`src/rtl/pcdf_pkg.sv`:
```
package pcdf_pkg;

  localparam int DEFAULT_TABLE_DEPTH   = 1024;
  localparam int DEFAULT_FRACTION_BITS = 16;
  localparam int QUEUE_DEPTH           = 2;

  localparam int IDX_W  = 10;
  localparam int POS_W  = 32;
  localparam int CDF_W  = 17;
  localparam int INV_W  = 32;
  localparam int RAND_W = 16;
  localparam int CNT_W  = 11;

  // Request kind, coded as the action field of the request.
  typedef enum logic [0:0] {
    KIND_LOAD = 1'b0,
    KIND_DRAW = 1'b1
  } kind_e;

  typedef struct packed {
    kind_e              kind;
    logic [IDX_W-1:0]   index;
    logic [POS_W-1:0]   position;
    logic [CDF_W-1:0]   cdf;
    logic [INV_W-1:0]   inv_step;
    logic [RAND_W-1:0]  rnd;
  } req_t;

  typedef struct packed {
    logic valid;
    req_t req;
  } qitem_t;

endpackage

```
`src/rtl/pcdf_front.sv`:
```
module pcdf_front
  import pcdf_pkg::*;
#(
  parameter int TABLE_DEPTH = DEFAULT_TABLE_DEPTH
) (
  input  logic              clk_i,
  input  logic              rst_ni,
  input  logic              start,
  output logic              busy,
  input  logic              action_i,
  input  logic [IDX_W-1:0]  entry_index_i,
  input  logic [POS_W-1:0]  entry_position_i,
  input  logic [CDF_W-1:0]  entry_cdf_i,
  input  logic [INV_W-1:0]  entry_inverse_step_i,
  input  logic [RAND_W-1:0] random_value_i,
  output qitem_t            q_o,
  input  logic              q_ready_i
);

  localparam int QPW = (QUEUE_DEPTH > 1) ? $clog2(QUEUE_DEPTH) : 1;
  localparam int QCW = $clog2(QUEUE_DEPTH + 1);

  req_t           fifo_q [QUEUE_DEPTH];
  logic [QPW-1:0] wr_ptr_q, rd_ptr_q;
  logic [QCW-1:0] count_q;

  req_t  new_req;
  kind_e kind;
  logic  accept, in_range, push, pop;

  assign accept   = start && !busy;
  assign kind     = kind_e'(action_i);
  assign in_range = 32'(entry_index_i) < 32'(TABLE_DEPTH);
  // Drop loads aimed beyond the table; keep every draw.
  assign push     = accept && ((kind == KIND_DRAW) || in_range);
  assign pop      = q_o.valid && q_ready_i;
  assign busy     = (count_q == QCW'(QUEUE_DEPTH));

  always_comb begin
    new_req.kind     = kind;
    new_req.index    = entry_index_i;
    new_req.position = entry_position_i;
    new_req.cdf      = entry_cdf_i;
    new_req.inv_step = entry_inverse_step_i;
    new_req.rnd      = random_value_i;
  end

  assign q_o.valid = (count_q != '0);
  assign q_o.req   = fifo_q[rd_ptr_q];

  always_ff @(posedge clk_i) begin
    if (push) begin
      fifo_q[wr_ptr_q] <= new_req;
    end
  end

  always_ff @(posedge clk_i or negedge rst_ni) begin
    if (!rst_ni) begin
      wr_ptr_q <= '0;
      rd_ptr_q <= '0;
      count_q  <= '0;
    end else begin
      if (push) begin
        wr_ptr_q <= (wr_ptr_q == QPW'(QUEUE_DEPTH - 1)) ? '0 : wr_ptr_q + 1'b1;
      end
      if (pop) begin
        rd_ptr_q <= (rd_ptr_q == QPW'(QUEUE_DEPTH - 1)) ? '0 : rd_ptr_q + 1'b1;
      end
      case ({push, pop})
        2'b10:   count_q <= count_q + 1'b1;
        2'b01:   count_q <= count_q - 1'b1;
        default: count_q <= count_q;
      endcase
    end
  end

  a_count_bound: assert property (@(posedge clk_i) disable iff (!rst_ni)
    count_q <= QCW'(QUEUE_DEPTH))
    else $error("queue count beyond depth");

  a_push_shows: assert property (@(posedge clk_i) disable iff (!rst_ni)
    push |=> q_o.valid)
    else $error("pushed request not visible to back end");

  a_last_pop_empties: assert property (@(posedge clk_i) disable iff (!rst_ni)
    (count_q == QCW'(1)) && pop && !push |=> !q_o.valid)
    else $error("queue not empty after last pop");

endmodule

```
`config.mk`:
```
export PLATFORM = sky130hd
export DESIGN_NAME = pcdf_front
export DESIGN_NICKNAME = d
export VERILOG_FILES = /design/src/rtl/pcdf_pkg.sv /design/src/rtl/pcdf_front.sv
export SDC_FILE = /design/constraint.sdc
export NUM_CORES = 1
export LEC_CHECK = 0
export BUFFER_PORTS_ARGS = -buffer_cell sky130_fd_sc_hd__clkbuf_2
export CORE_ASPECT_RATIO = 0.8
export CORE_MARGIN = 2
export CORE_UTILIZATION = 40
export CTS_BUF_LIST = sky130_fd_sc_hd__clkbuf_4 sky130_fd_sc_hd__clkbuf_8 sky130_fd_sc_hd__clkbuf_16
export DETAILED_ROUTE_END_ITERATION = 8
export GPL_TIMING_DRIVEN = 0
export MAX_ROUTING_LAYER = met4
export PLACE_DENSITY = 0.62
export SLEW_MARGIN = 10
export SYNTH_ARGS = -nofsm -noshare
export SYNTH_HDL_FRONTEND = slang
export SYNTH_SLANG_ARGS = --single-unit
```
`constraint.sdc`:
```
create_clock -name clk_i -period 6.2 [get_ports clk_i]
set_input_delay 0.62 -clock clk_i [delete_from_list [all_inputs] [get_ports clk_i]]
set_output_delay 0.62 -clock clk_i [all_outputs]
set_load 0.02 [all_outputs]
```
[Yosys cells after proc, flatten, opt, wreduce, memory -nomap -nowiden]
Memories as Yosys holds them, arrays and structs flattened.
Index checks and enable logic that the tools add are counted.
Operators by class
  add/subtract/negate cells: 4
  equal/unequal tests: 3
  muxes and demuxes: 5
  reduce and logical (&&, ||, !) cells: 5
Operators with widths (count)
  == test 2 bit (second input constant): 2
  two-way mux 1 bit: 4
  one-hot mux 2 bit (2 select lines): 1
  nonzero test 2 bit: 2
  adder 1 bit (second input constant): 2
  adder 2 x 1 -> 2 bit (second input constant): 1
  == test 2 x 1 -> 1 bit (second input constant): 1
  logical AND 1 bit: 2
  subtractor 2 x 1 -> 2 bit (second input constant): 1
  zero test 1 bit: 1
Word-level totals
  bits in registers: 4
  bits in writable memories: 216
  input port bits: 112
  output and inout port bits: 110
  logic and storage cells: 21
  memories: 1
Memories
  fifo_q: depth 2, width 108, rd ports 1, clocked after memory_dff 0, write ports 1, RTL line pcdf_front.sv:23  | req_t fifo_q [QUEUE_DEPTH];

[Logic depth before layout (Yosys ltp)]
Gate-level depths: netlist (run 1).
  depth in word-level cells: 5
  depth in mapped cells: 6
  mapped depth without buffers: 6

[Least setup slack after synthesis (run 1)]
Ideal clock, no wire load.
  path kind: input to register
  start: input start
  end: memory fifo_q[0][0] in the netlist's numbering, enable pin
  setup time: 0.576 ns
  data arrival time: 5.206 ns
  required time: 5.624 ns
  path slack: 0.418 ns
  cell stages on the path: 2
  cells stage by stage: nand2_1 > nor2_1
Between the ends
  longest elaborated chain between the ends: 3
RTL lines
  from (decl): RTL line pcdf_front.sv:8  | input logic start,
  logical AND 1 bit: RTL line pcdf_front.sv:31  | assign accept = start && !busy;
  two-way mux 1 bit: RTL line pcdf_front.sv:52  | if (push) begin
  two-way mux 1 bit (not written as such): RTL line pcdf_front.sv:53  | fifo_q[wr_ptr_q] <= new_req;
  to (decl): RTL line pcdf_front.sv:23
Every way passes these cells.

==> flow_metrics.tcl, run 1 <==
set metrics [dict create \
    fin_cells 887 \
    cts-hold-fix-buffers 1 \
    clock.fmax_ghz 0.4061 \
    cts_sinks 220 \
    fin_hold_ws_ps 305.1 \
    slew_viol_final 0 \
    grt_pass1_vias 4199 \
    p_leak_nw 3.961 \
    post-route-min-period_ps 2463 \
    port_buffers 221 \
    ys_types 16 \
    dieArea_sq_um 21190 \
    route.detailed.drc 0 \
    multi_input_area_sq_um 1359 \
    max-slew-margin-rel 0.4971 \
    vias_per_cell 4.639 \
    hp-class "primary input to register" \
    dr.first_iter.drc_count 212 \
    avgSynthCellArea_sq_um 22.64 \
    fillers 1640 \
    cts_buffers 23 \
    worstPathArrival_ps 1840 \
    wl_mm 14.85 \
    grt_first_pass_wirelength_mm 21.85 \
    cp_max_fo 10 \
    crit_chain "buf_6 > buf_2 > mux2_2 > clkbuf_2" \
    gr-max-usage-layer "met2" \
    cts_resized 0 \
    grt_max_degree 59 \
    placed_cells 844 \
    core_region_area_sq_um 19740 \
    num_rows 46 \
    gp_congestion 0.7464 \
    track_usage 0.1369 \
    use_met1 0.1723 \
    synth_seq_area_share 0.8217 \
    via_count 4115 \
    end_kind "output pin" \
    place_hpwl_mm 10.17 \
    grt_setup_unrepaired "no" \
    die_h_microns 130.6 \
    fin_area_sq_um 10310 \
    final_hold_viol_count 0 \
    grtUsageMet2 0.2183 \
    cpPeakStageDelay_ps 370 \
    synthCells 354 \
    min_period_over_period 0.3972 \
    areaGrowthSynthToFinish_pct 28.63 \
    power.density_nw_per_um2 495.6 \
    antenna_cells 0 \
    cap_violations 0 \
    final_nets 719 \
    synth_seq_cells 220 \
    cts_setup_buffers 0 \
    ioPinCount 222 \
    setup-violations-final 0 \
    die_w_microns 162.3 \
    htree_levels 1 \
    syn_nets 467 \
    critical_path_buf_inv_count 3 \
    wire_per_inst_microns 16.74 \
    grt_antenna_before_repair 0 \
    cpMaxStageDelayCell "mux2_2" \
    start_kind "register" \
    grt_util_met3 0.04135 \
    syn_area_sq_um 8015 \
    final_layout_size_suffix_gt1_frac 0.6228 \
    crit_required_ps 5580 \
    placed_area_sq_um 9579 \
    vdd_ir_drop_max_v 0.0002988 \
    worstSetupPathType "register to output pin" \
    fin_skew_ps 9.200 \
    first_pass_iters 4 \
    ant_nets 0 \
    initial_core_util 0.4060 \
    cts-root-buf "clkbuf_16" \
    status "completed" \
    cts_buffer_depth 3 \
    crit_family "buffers and inverters" \
    worst_pin_slew_ps 754.3 \
    yosysWarnings 0 \
    seq_area_sq_um 6586 \
    clk_pin_slew_ps 60 \
    grt-ovfl-total 0 \
    cts_tree "done" \
    clk_latency_ps 500 \
]
[report_power, final]
group	total (mW)	switching, mW	internal, mW
registers	2.10	0.0729	2.03
clock network	1.27	0.519	0.754
logic	1.73	1.04	0.693
total	5.11	1.63	3.48
[Yosys cell counts]
cell type,instances,area [sq um]
mux2_4,10,150.1
nand2_1,1,3.750
nor2_1,2,7.510
and3_1,1,6.260
ha_1,1,12.51
edfxtp_1,216,6486
buf_2,9,45.04
inv_1,1,3.750
dfrtp_1,4,100.1
or2_2,1,6.260
xnor2_1,3,26.28
nand2b_1,1,6.260
mux2_2,98,1104
and2_1,1,6.260
xor2_1,2,17.52
buf_6,3,33.78
[cell families after synthesis]
kind of cell / count (synthesis) / synth area share
multiplexers: 108 / 0.1564
buffers and inverters: 13 / 0.01030
flip-flops: 220 / 0.8217
adder cells (fa/ha/maj): 1 / 0.001561
AND/OR/NAND/NOR: 7 / 0.004529
XOR/XNOR: 5 / 0.005465
[final cells by class]
cell class	instances	share of cell area
buffer	12	0.007646
clock buffer	34	0.06505
clock inverter	8	0.004854
inverter	1	0.0003641
multi-input combinational	121	0.1318
sequential	220	0.6388
tap	264	0.03204
timing repair buffer	227	0.1194
[final timing paths]
check / startpoint / depth (start not counted) / slack [ps] / endpoint
worst min register to register: count_q[1]$_DFFE_PN0P_ / 1 / 500 / count_q[1]$_DFFE_PN0P_
worst max-delay path: rd_ptr_q$_DFFE_PN0P_ / 4 / 3740 / q_o[39]
min in group asynchronous: rst_ni / 2 / 480 / rd_ptr_q$_DFFE_PN0P_
max in group asynchronous: rst_ni / 2 / 5600 / wr_ptr_q$_DFFE_PN0N_
worst min-delay path: random_value_i[12] / 1 / 310 / fifo_q[1][12]$_DFFE_PP_
worst max register to register: count_q[0]$_DFFE_PN0P_ / 3 / 4170 / fifo_q[1][2]$_DFFE_PP_
[layout by cell type, fill, tap and decap left out, types with 2 or more instances in the layout]
| cell | instances |
|---|---|
| buf_6 | 3 |
| xnor2_1 | 3 |
| buf_2 | 9 |
| buf_12 | 3 |
| edfxtp_1 | 216 |
| xor2_1 | 2 |
| mux2_4 | 10 |
| clkbuf_2 | 221 |
| clkinv_1 | 3 |
| clkbuf_16 | 23 |
| clkinv_2 | 2 |
| clkbuf_8 | 2 |
| dfrtp_1 | 4 |
| clkbuf_4 | 9 |
| mux2_2 | 98 |
| buf_16 | 2 |
[registers in the layout, summed over array words and instances, names as in the netlist]
name	count
count_q	2
wr_ptr_q	1
fifo_q	216
rd_ptr_q	1
[per-layer routing]
metal	part of all wire	vias to the layer above	routed length, microns
met5	0	-	0
met4	0.025	0	371
met3	0.087	28	1296
met2	0.46	160	6811
met1	0.43	2010	6367
li1	-	1917	-
[metrics by stage]
step | setup slack [ps] | TNS, ps | util | total power [mW]
2_1_floorplan | 418.0 | 0 | - | 3.334
3_3_place_gp | -2001 | -215350 | 0.4788 | 3.879
3_5_place_dp | 4019 | 0 | 0.4852 | 3.901
4_1_cts | 3672 | 0 | 0.5222 | 5.192
5_1_grt | 3630 | 0 | 0.5222 | 5.361
6_report | 3737 | 0 | 0.5222 | 5.110
Note: power is estimated with default switching activity, not from simulation.
==> run 2: changes to the inputs <==
- clock period: 6.2 -> 2.3 ns (I/O delays scaled with it)
==> flow_metrics.tcl, run 2 (same netlist as run 1, synthesis figures left out) <==
set metrics [dict create \
    worst_pin_slew_ps 773.0 \
    clk_pin_slew_ps 50 \
    r2r_slack_ps 210 \
    setup-violations-final 0 \
    cts_setup_buffers 0 \
    seq_area_sq_um 6586 \
    die_h_microns 130.6 \
    wl_mm 16.32 \
    place_hpwl_mm 10.39 \
    track_usage 0.1509 \
    grt_max_degree 58 \
    r2r_cells 5 \
    vias_per_cell 4.625 \
    ioPinCount 222 \
    clk_latency_ps 490 \
    top_register "fifo_q" \
    status "completed" \
    crit_chain "buf_6 > buf_2 > mux2_2 > clkbuf_2" \
    worstPathArrival_ps 1860 \
    htree_levels 1 \
    cts_sinks 220 \
    cp_max_fo 10 \
    die_w_microns 162.3 \
    placed_cells 844 \
    via_count 4588 \
    fin_hold_ws_ps 49.79 \
    hold_path_depth 3 \
    cts-root-buf "clkbuf_16" \
    p_total_mw 13.94 \
    crit_required_ps 2070 \
    core_region_area_sq_um 19740 \
    cap_violations 0 \
    areaGrowthSynthToFinish_pct 41.99 \
    cts_buffers 23 \
    fin_skew_ps 8.605 \
    cts_tree "done" \
    gp_congestion 0.6881 \
    end_kind "output pin" \
    power.density_nw_per_um2 1225 \
    grt_antenna_before_repair 0 \
    final_nets 827 \
    cpMaxStageDelayCell "mux2_2" \
    holdPathEnd "wr_ptr_q$_DFFE_PN0N_" \
    cts_buffer_depth 3 \
    largest_reg_flops 216 \
    grt_setup_unrepaired "no" \
    grt-ovfl-total 0 \
    initial_core_util 0.4060 \
    slew_viol_final 0 \
    grt_first_pass_wirelength_mm 24.38 \
    fin_cells 992 \
    r2r-start "count_q[0]$_DFFE_PN0P_" \
    max-slew-margin-rel 0.4847 \
    wire_per_inst_microns 16.45 \
    finish.utilization 0.5765 \
    clock.fmax_ghz 0.4778 \
    vdd_ir_drop_max_v 0.0008770 \
    final_layout_size_suffix_gt1_frac 0.5330 \
    min_period_over_period 0.9099 \
    hp-start "start" \
    fillers 1513 \
    reg_top3 "fifo_q: 216 flops, count_q: 2 flops" \
    first_pass_iters 6 \
    hp-class "primary input to register" \
    final_common_cell "clkbuf_2" \
    final_hold_viol_count 0 \
    antenna_cells 0 \
    dr.first_iter.drc_count 257 \
    num_rows 46 \
    port_buffers 221 \
    multi_input_area_sq_um 1374 \
    grt_pass1_vias 4807 \
    cpPeakStageDelay_ps 380 \
    r2r_end "fifo_q[0][53]$_DFFE_PP_" \
    ant_nets 0 \
    most-common-layout-cells "221 x clkbuf_2, 216 x edfxtp_1, 109 x dlygate4sd3_1" \
    dieArea_sq_um 21190 \
    start_kind "register" \
    post-route-min-period_ps 2093 \
    worstSetupPathType "register to output pin" \
    route.detailed.drc 0 \
    setup_tns_ps 0 \
    p_leak_nw 4.405 \
]
## run 2: cell type report
type	instances	share of cell area
clock inverter	7	0.003408
buffer	12	0.006926
tap	264	0.02902
multi-input combinational	121	0.1207
clock buffer	32	0.05706
sequential	220	0.5787
inverter	1	0.0003298
timing repair buffer	335	0.2038
## run 2: how the worst max path moves through the flow
stage	startpoint	to	slack [ps]	depth (start not counted)
after floorplan	count_q[0]$_DFFE_PN0P_	fifo_q[0][0]$_DFFE_PP_	-320	3
after global placement	count_q[0]$_DFFE_PN0P_	fifo_q[0][56]$_DFFE_PP_	-1140	3
after detailed placement	count_q[0]$_DFFE_PN0P_	fifo_q[0][53]$_DFFE_PP_	180	5
after CTS	rd_ptr_q$_DFFE_PN0P_	q_o[99]	150	4
after global routing	count_q[0]$_DFFE_PN0P_	fifo_q[0][53]$_DFFE_PP_	80	5
final	rd_ptr_q$_DFFE_PN0P_	q_o[99]	210	4
## run 2: per-stage QoR
| step | cell area [sq um] | worst slack (ps) |
|---|---|---|
| final | 11380 | 207.2 |
| after global routing | 11380 | 79.23 |
| after CTS | 11380 | 153.3 |
| after detailed placement | 9602 | 180.7 |
| after global placement | 9475 | -1141 |
| after floorplan | 8039 | -318.7 |
## run 2: worst max-delay path, delay by kind of cell (launching register included)
kind | cells | cell delay, ps
flops | 1 | 340
mux | 1 | 380
buf+inv | 3 | 650
## run 2: repair_timing
action                                 4_1_cts  5_1_grt
hold buffers                               109        0
endpoints found under the hold margin      220        0
resized for setup                            0        0
setup endpoints to repair                    0        0
## run 2: report_power, final
group          switching (mW)  internal, mW
Clock                    1.40          1.97
Combinational            2.89          2.01
Sequential              0.205          5.48
## run 2: metal layers
layer,track usage,vias up,part of all wire
li1,-,2131,-
met1,0.1844,2257,0.42
met2,0.2573,171,0.49
met3,0.03378,29,0.065
met4,0.04008,0,0.023
met5,-,-,0
==> run 3: changes to the inputs <==
- CORE_ASPECT_RATIO: 0.8 -> 1.75
==> flow_metrics.tcl, run 3 (same netlist as run 1, synthesis figures left out) <==
set metrics [dict create \
    vdd_ir_drop_max_v 0.0009077 \
    setup-violations-final 0 \
    start_kind "register" \
    cts_buffers 20 \
    initial_core_util 0.4078 \
    power.density_nw_per_um2 1233 \
    grt_pass1_vias 5187 \
    power_frac_seq 0.406 \
    cap_violations 0 \
    crit_required_ps 2460 \
    num_rows 68 \
    areaGrowthSynthToFinish_pct 41.59 \
    wl_mm 16.79 \
    grt_max_degree 58 \
    die_w_microns 111.0 \
    ioPinCount 222 \
    clk_latency_ps 490 \
    placed_cells 825 \
    p_total_mw 13.99 \
    top_register "fifo_q" \
    p_clk_frac 0.243 \
    clk_pin_slew_ps 60 \
    wire_per_inst_microns 17.31 \
    via_count 4547 \
    use_met1 0.1603 \
    core_region_area_sq_um 19650 \
    track_usage 0.1598 \
    clock.fmax_ghz 0.4797 \
    most-common-layout-cells "221 x clkbuf_2, 216 x edfxtp_1, 109 x dlygate4sd3_1" \
    cpMaxStageDelayCell "and3_4" \
    finish.utilization 0.5774 \
    final_common_cell "clkbuf_2" \
    p_leak_nw 4.396 \
    gp_congestion 0.7247 \
    worstSetupPathType "register to register" \
    htree_levels 1 \
    cp_max_fo 57 \
    intPower_mw 9.505 \
    fin_area_sq_um 11350 \
    dp_slack_ps 202.0 \
    grt-ovfl-total 0 \
    hp-class "primary input to register" \
    worst_pin_slew_ps 852.1 \
    dr.first_iter.drc_count 124 \
    fin_cells 970 \
    min_period_over_period 0.9064 \
    status "completed" \
    fin_skew_ps 6.084 \
    swShare 0.3207 \
    place_hpwl_mm 11.24 \
    cts_setup_buffers 0 \
    grt_setup_unrepaired "no" \
    cts-root-buf "clkbuf_16" \
    cts_sinks 220 \
    layout_setup_ws_ps 215.4 \
    placed_area_sq_um 9578 \
    max-slew-margin-rel 0.4319 \
    final_nets 824 \
    ant_nets 0 \
    final_layout_size_suffix_gt1_frac 0.5297 \
    die_h_microns 191.3 \
    grtUsageMet2 0.3108 \
    p_switching_mw 4.487 \
    post-route-min-period_ps 2085 \
    gr-max-usage-layer "met2" \
    cts_buffer_depth 3 \
    vias_per_cell 4.688 \
    first_pass_iters 4 \
    worstPathArrival_ps 2240 \
    fin_hold_ws_ps 62.79 \
    combinationalPowerShare 0.351 \
    reg_top3 "fifo_q: 216 flops, count_q: 2 flops" \
    cpPeakStageDelay_ps 770 \
    end_kind "register" \
    setup_tns_ps 0 \
    final_hold_viol_count 0 \
    dieArea_sq_um 21230 \
    largest_reg_flops 216 \
    crit_chain "nand2b_4 > and3_4 > buf_16" \
    antenna_cells 0 \
    cts_tree "done" \
    grt_antenna_before_repair 0 \
    grt_first_pass_wirelength_mm 25.99 \
    slew_viol_final 0 \
    route.detailed.drc 0 \
    grt_util_met3 0.02188 \
    port_buffers 221 \
]
[run 3: final timing paths]
check                                             from                       to  slack, ps  depth (start not counted)
worst max-delay path            count_q[0]$_DFFE_PN0P_  fifo_q[1][40]$_DFFE_PP_        220                          3
worst max register to register  count_q[0]$_DFFE_PN0P_  fifo_q[1][40]$_DFFE_PP_        220                          3
max in group asynchronous                       rst_ni   count_q[1]$_DFFE_PN0P_       2080                          2
worst min register to register  count_q[0]$_DFFE_PN0P_   count_q[0]$_DFFE_PN0P_        530                          1
worst min-delay path                             start     wr_ptr_q$_DFFE_PN0N_         60                          3
min in group asynchronous                       rst_ni   count_q[0]$_DFFE_PN0P_        100                          2
[run 3: timing repair]
action / 4_1_cts / 5_1_grt
gates resized for setup: 0 / 0
hold endpoints to repair: 220 / 0
hold buffers: 109 / 0
[run 3: metal layers]
metal,up-vias,routed length (microns)
met1,2246,5869
met4,0,553
li1,2124,-
met2,139,9667
met3,38,702
met5,-,0
[run 3: cell type report]
| class | count | area, sq um |
|---|---|---|
| inverter | 1 | 3.754 |
| clock inverter | 13 | 138.9 |
| sequential | 220 | 6586 |
| fill | 1531 | 8305 |
| clock buffer | 23 | 540.5 |
| buffer | 12 | 78.83 |
| multi-input combinational | 121 | 1374 |
| tap | 245 | 306.5 |
| timing repair buffer | 335 | 2320 |
[run 3: power by group through the flow]
stage | logic, mW | clock network [mW] | registers [mW]
final | 4.91 | 3.40 | 5.68
after global routing | 5.23 | 3.62 | 5.77
after CTS | 4.99 | 3.50 | 5.69
after detailed placement | 4.82 | 0 | 5.78
after global placement | 4.58 | 0 | 5.80
after floorplan | 3.18 | 0 | 5.74
[run 3: critical path: cells and delay by family, from the launching register on]
| kind | cells | cell delay [ps] |
|---|---|---|
| flops | 1 | 410 |
| simple gates | 2 | 950 |
| buf+inv | 1 | 330 |
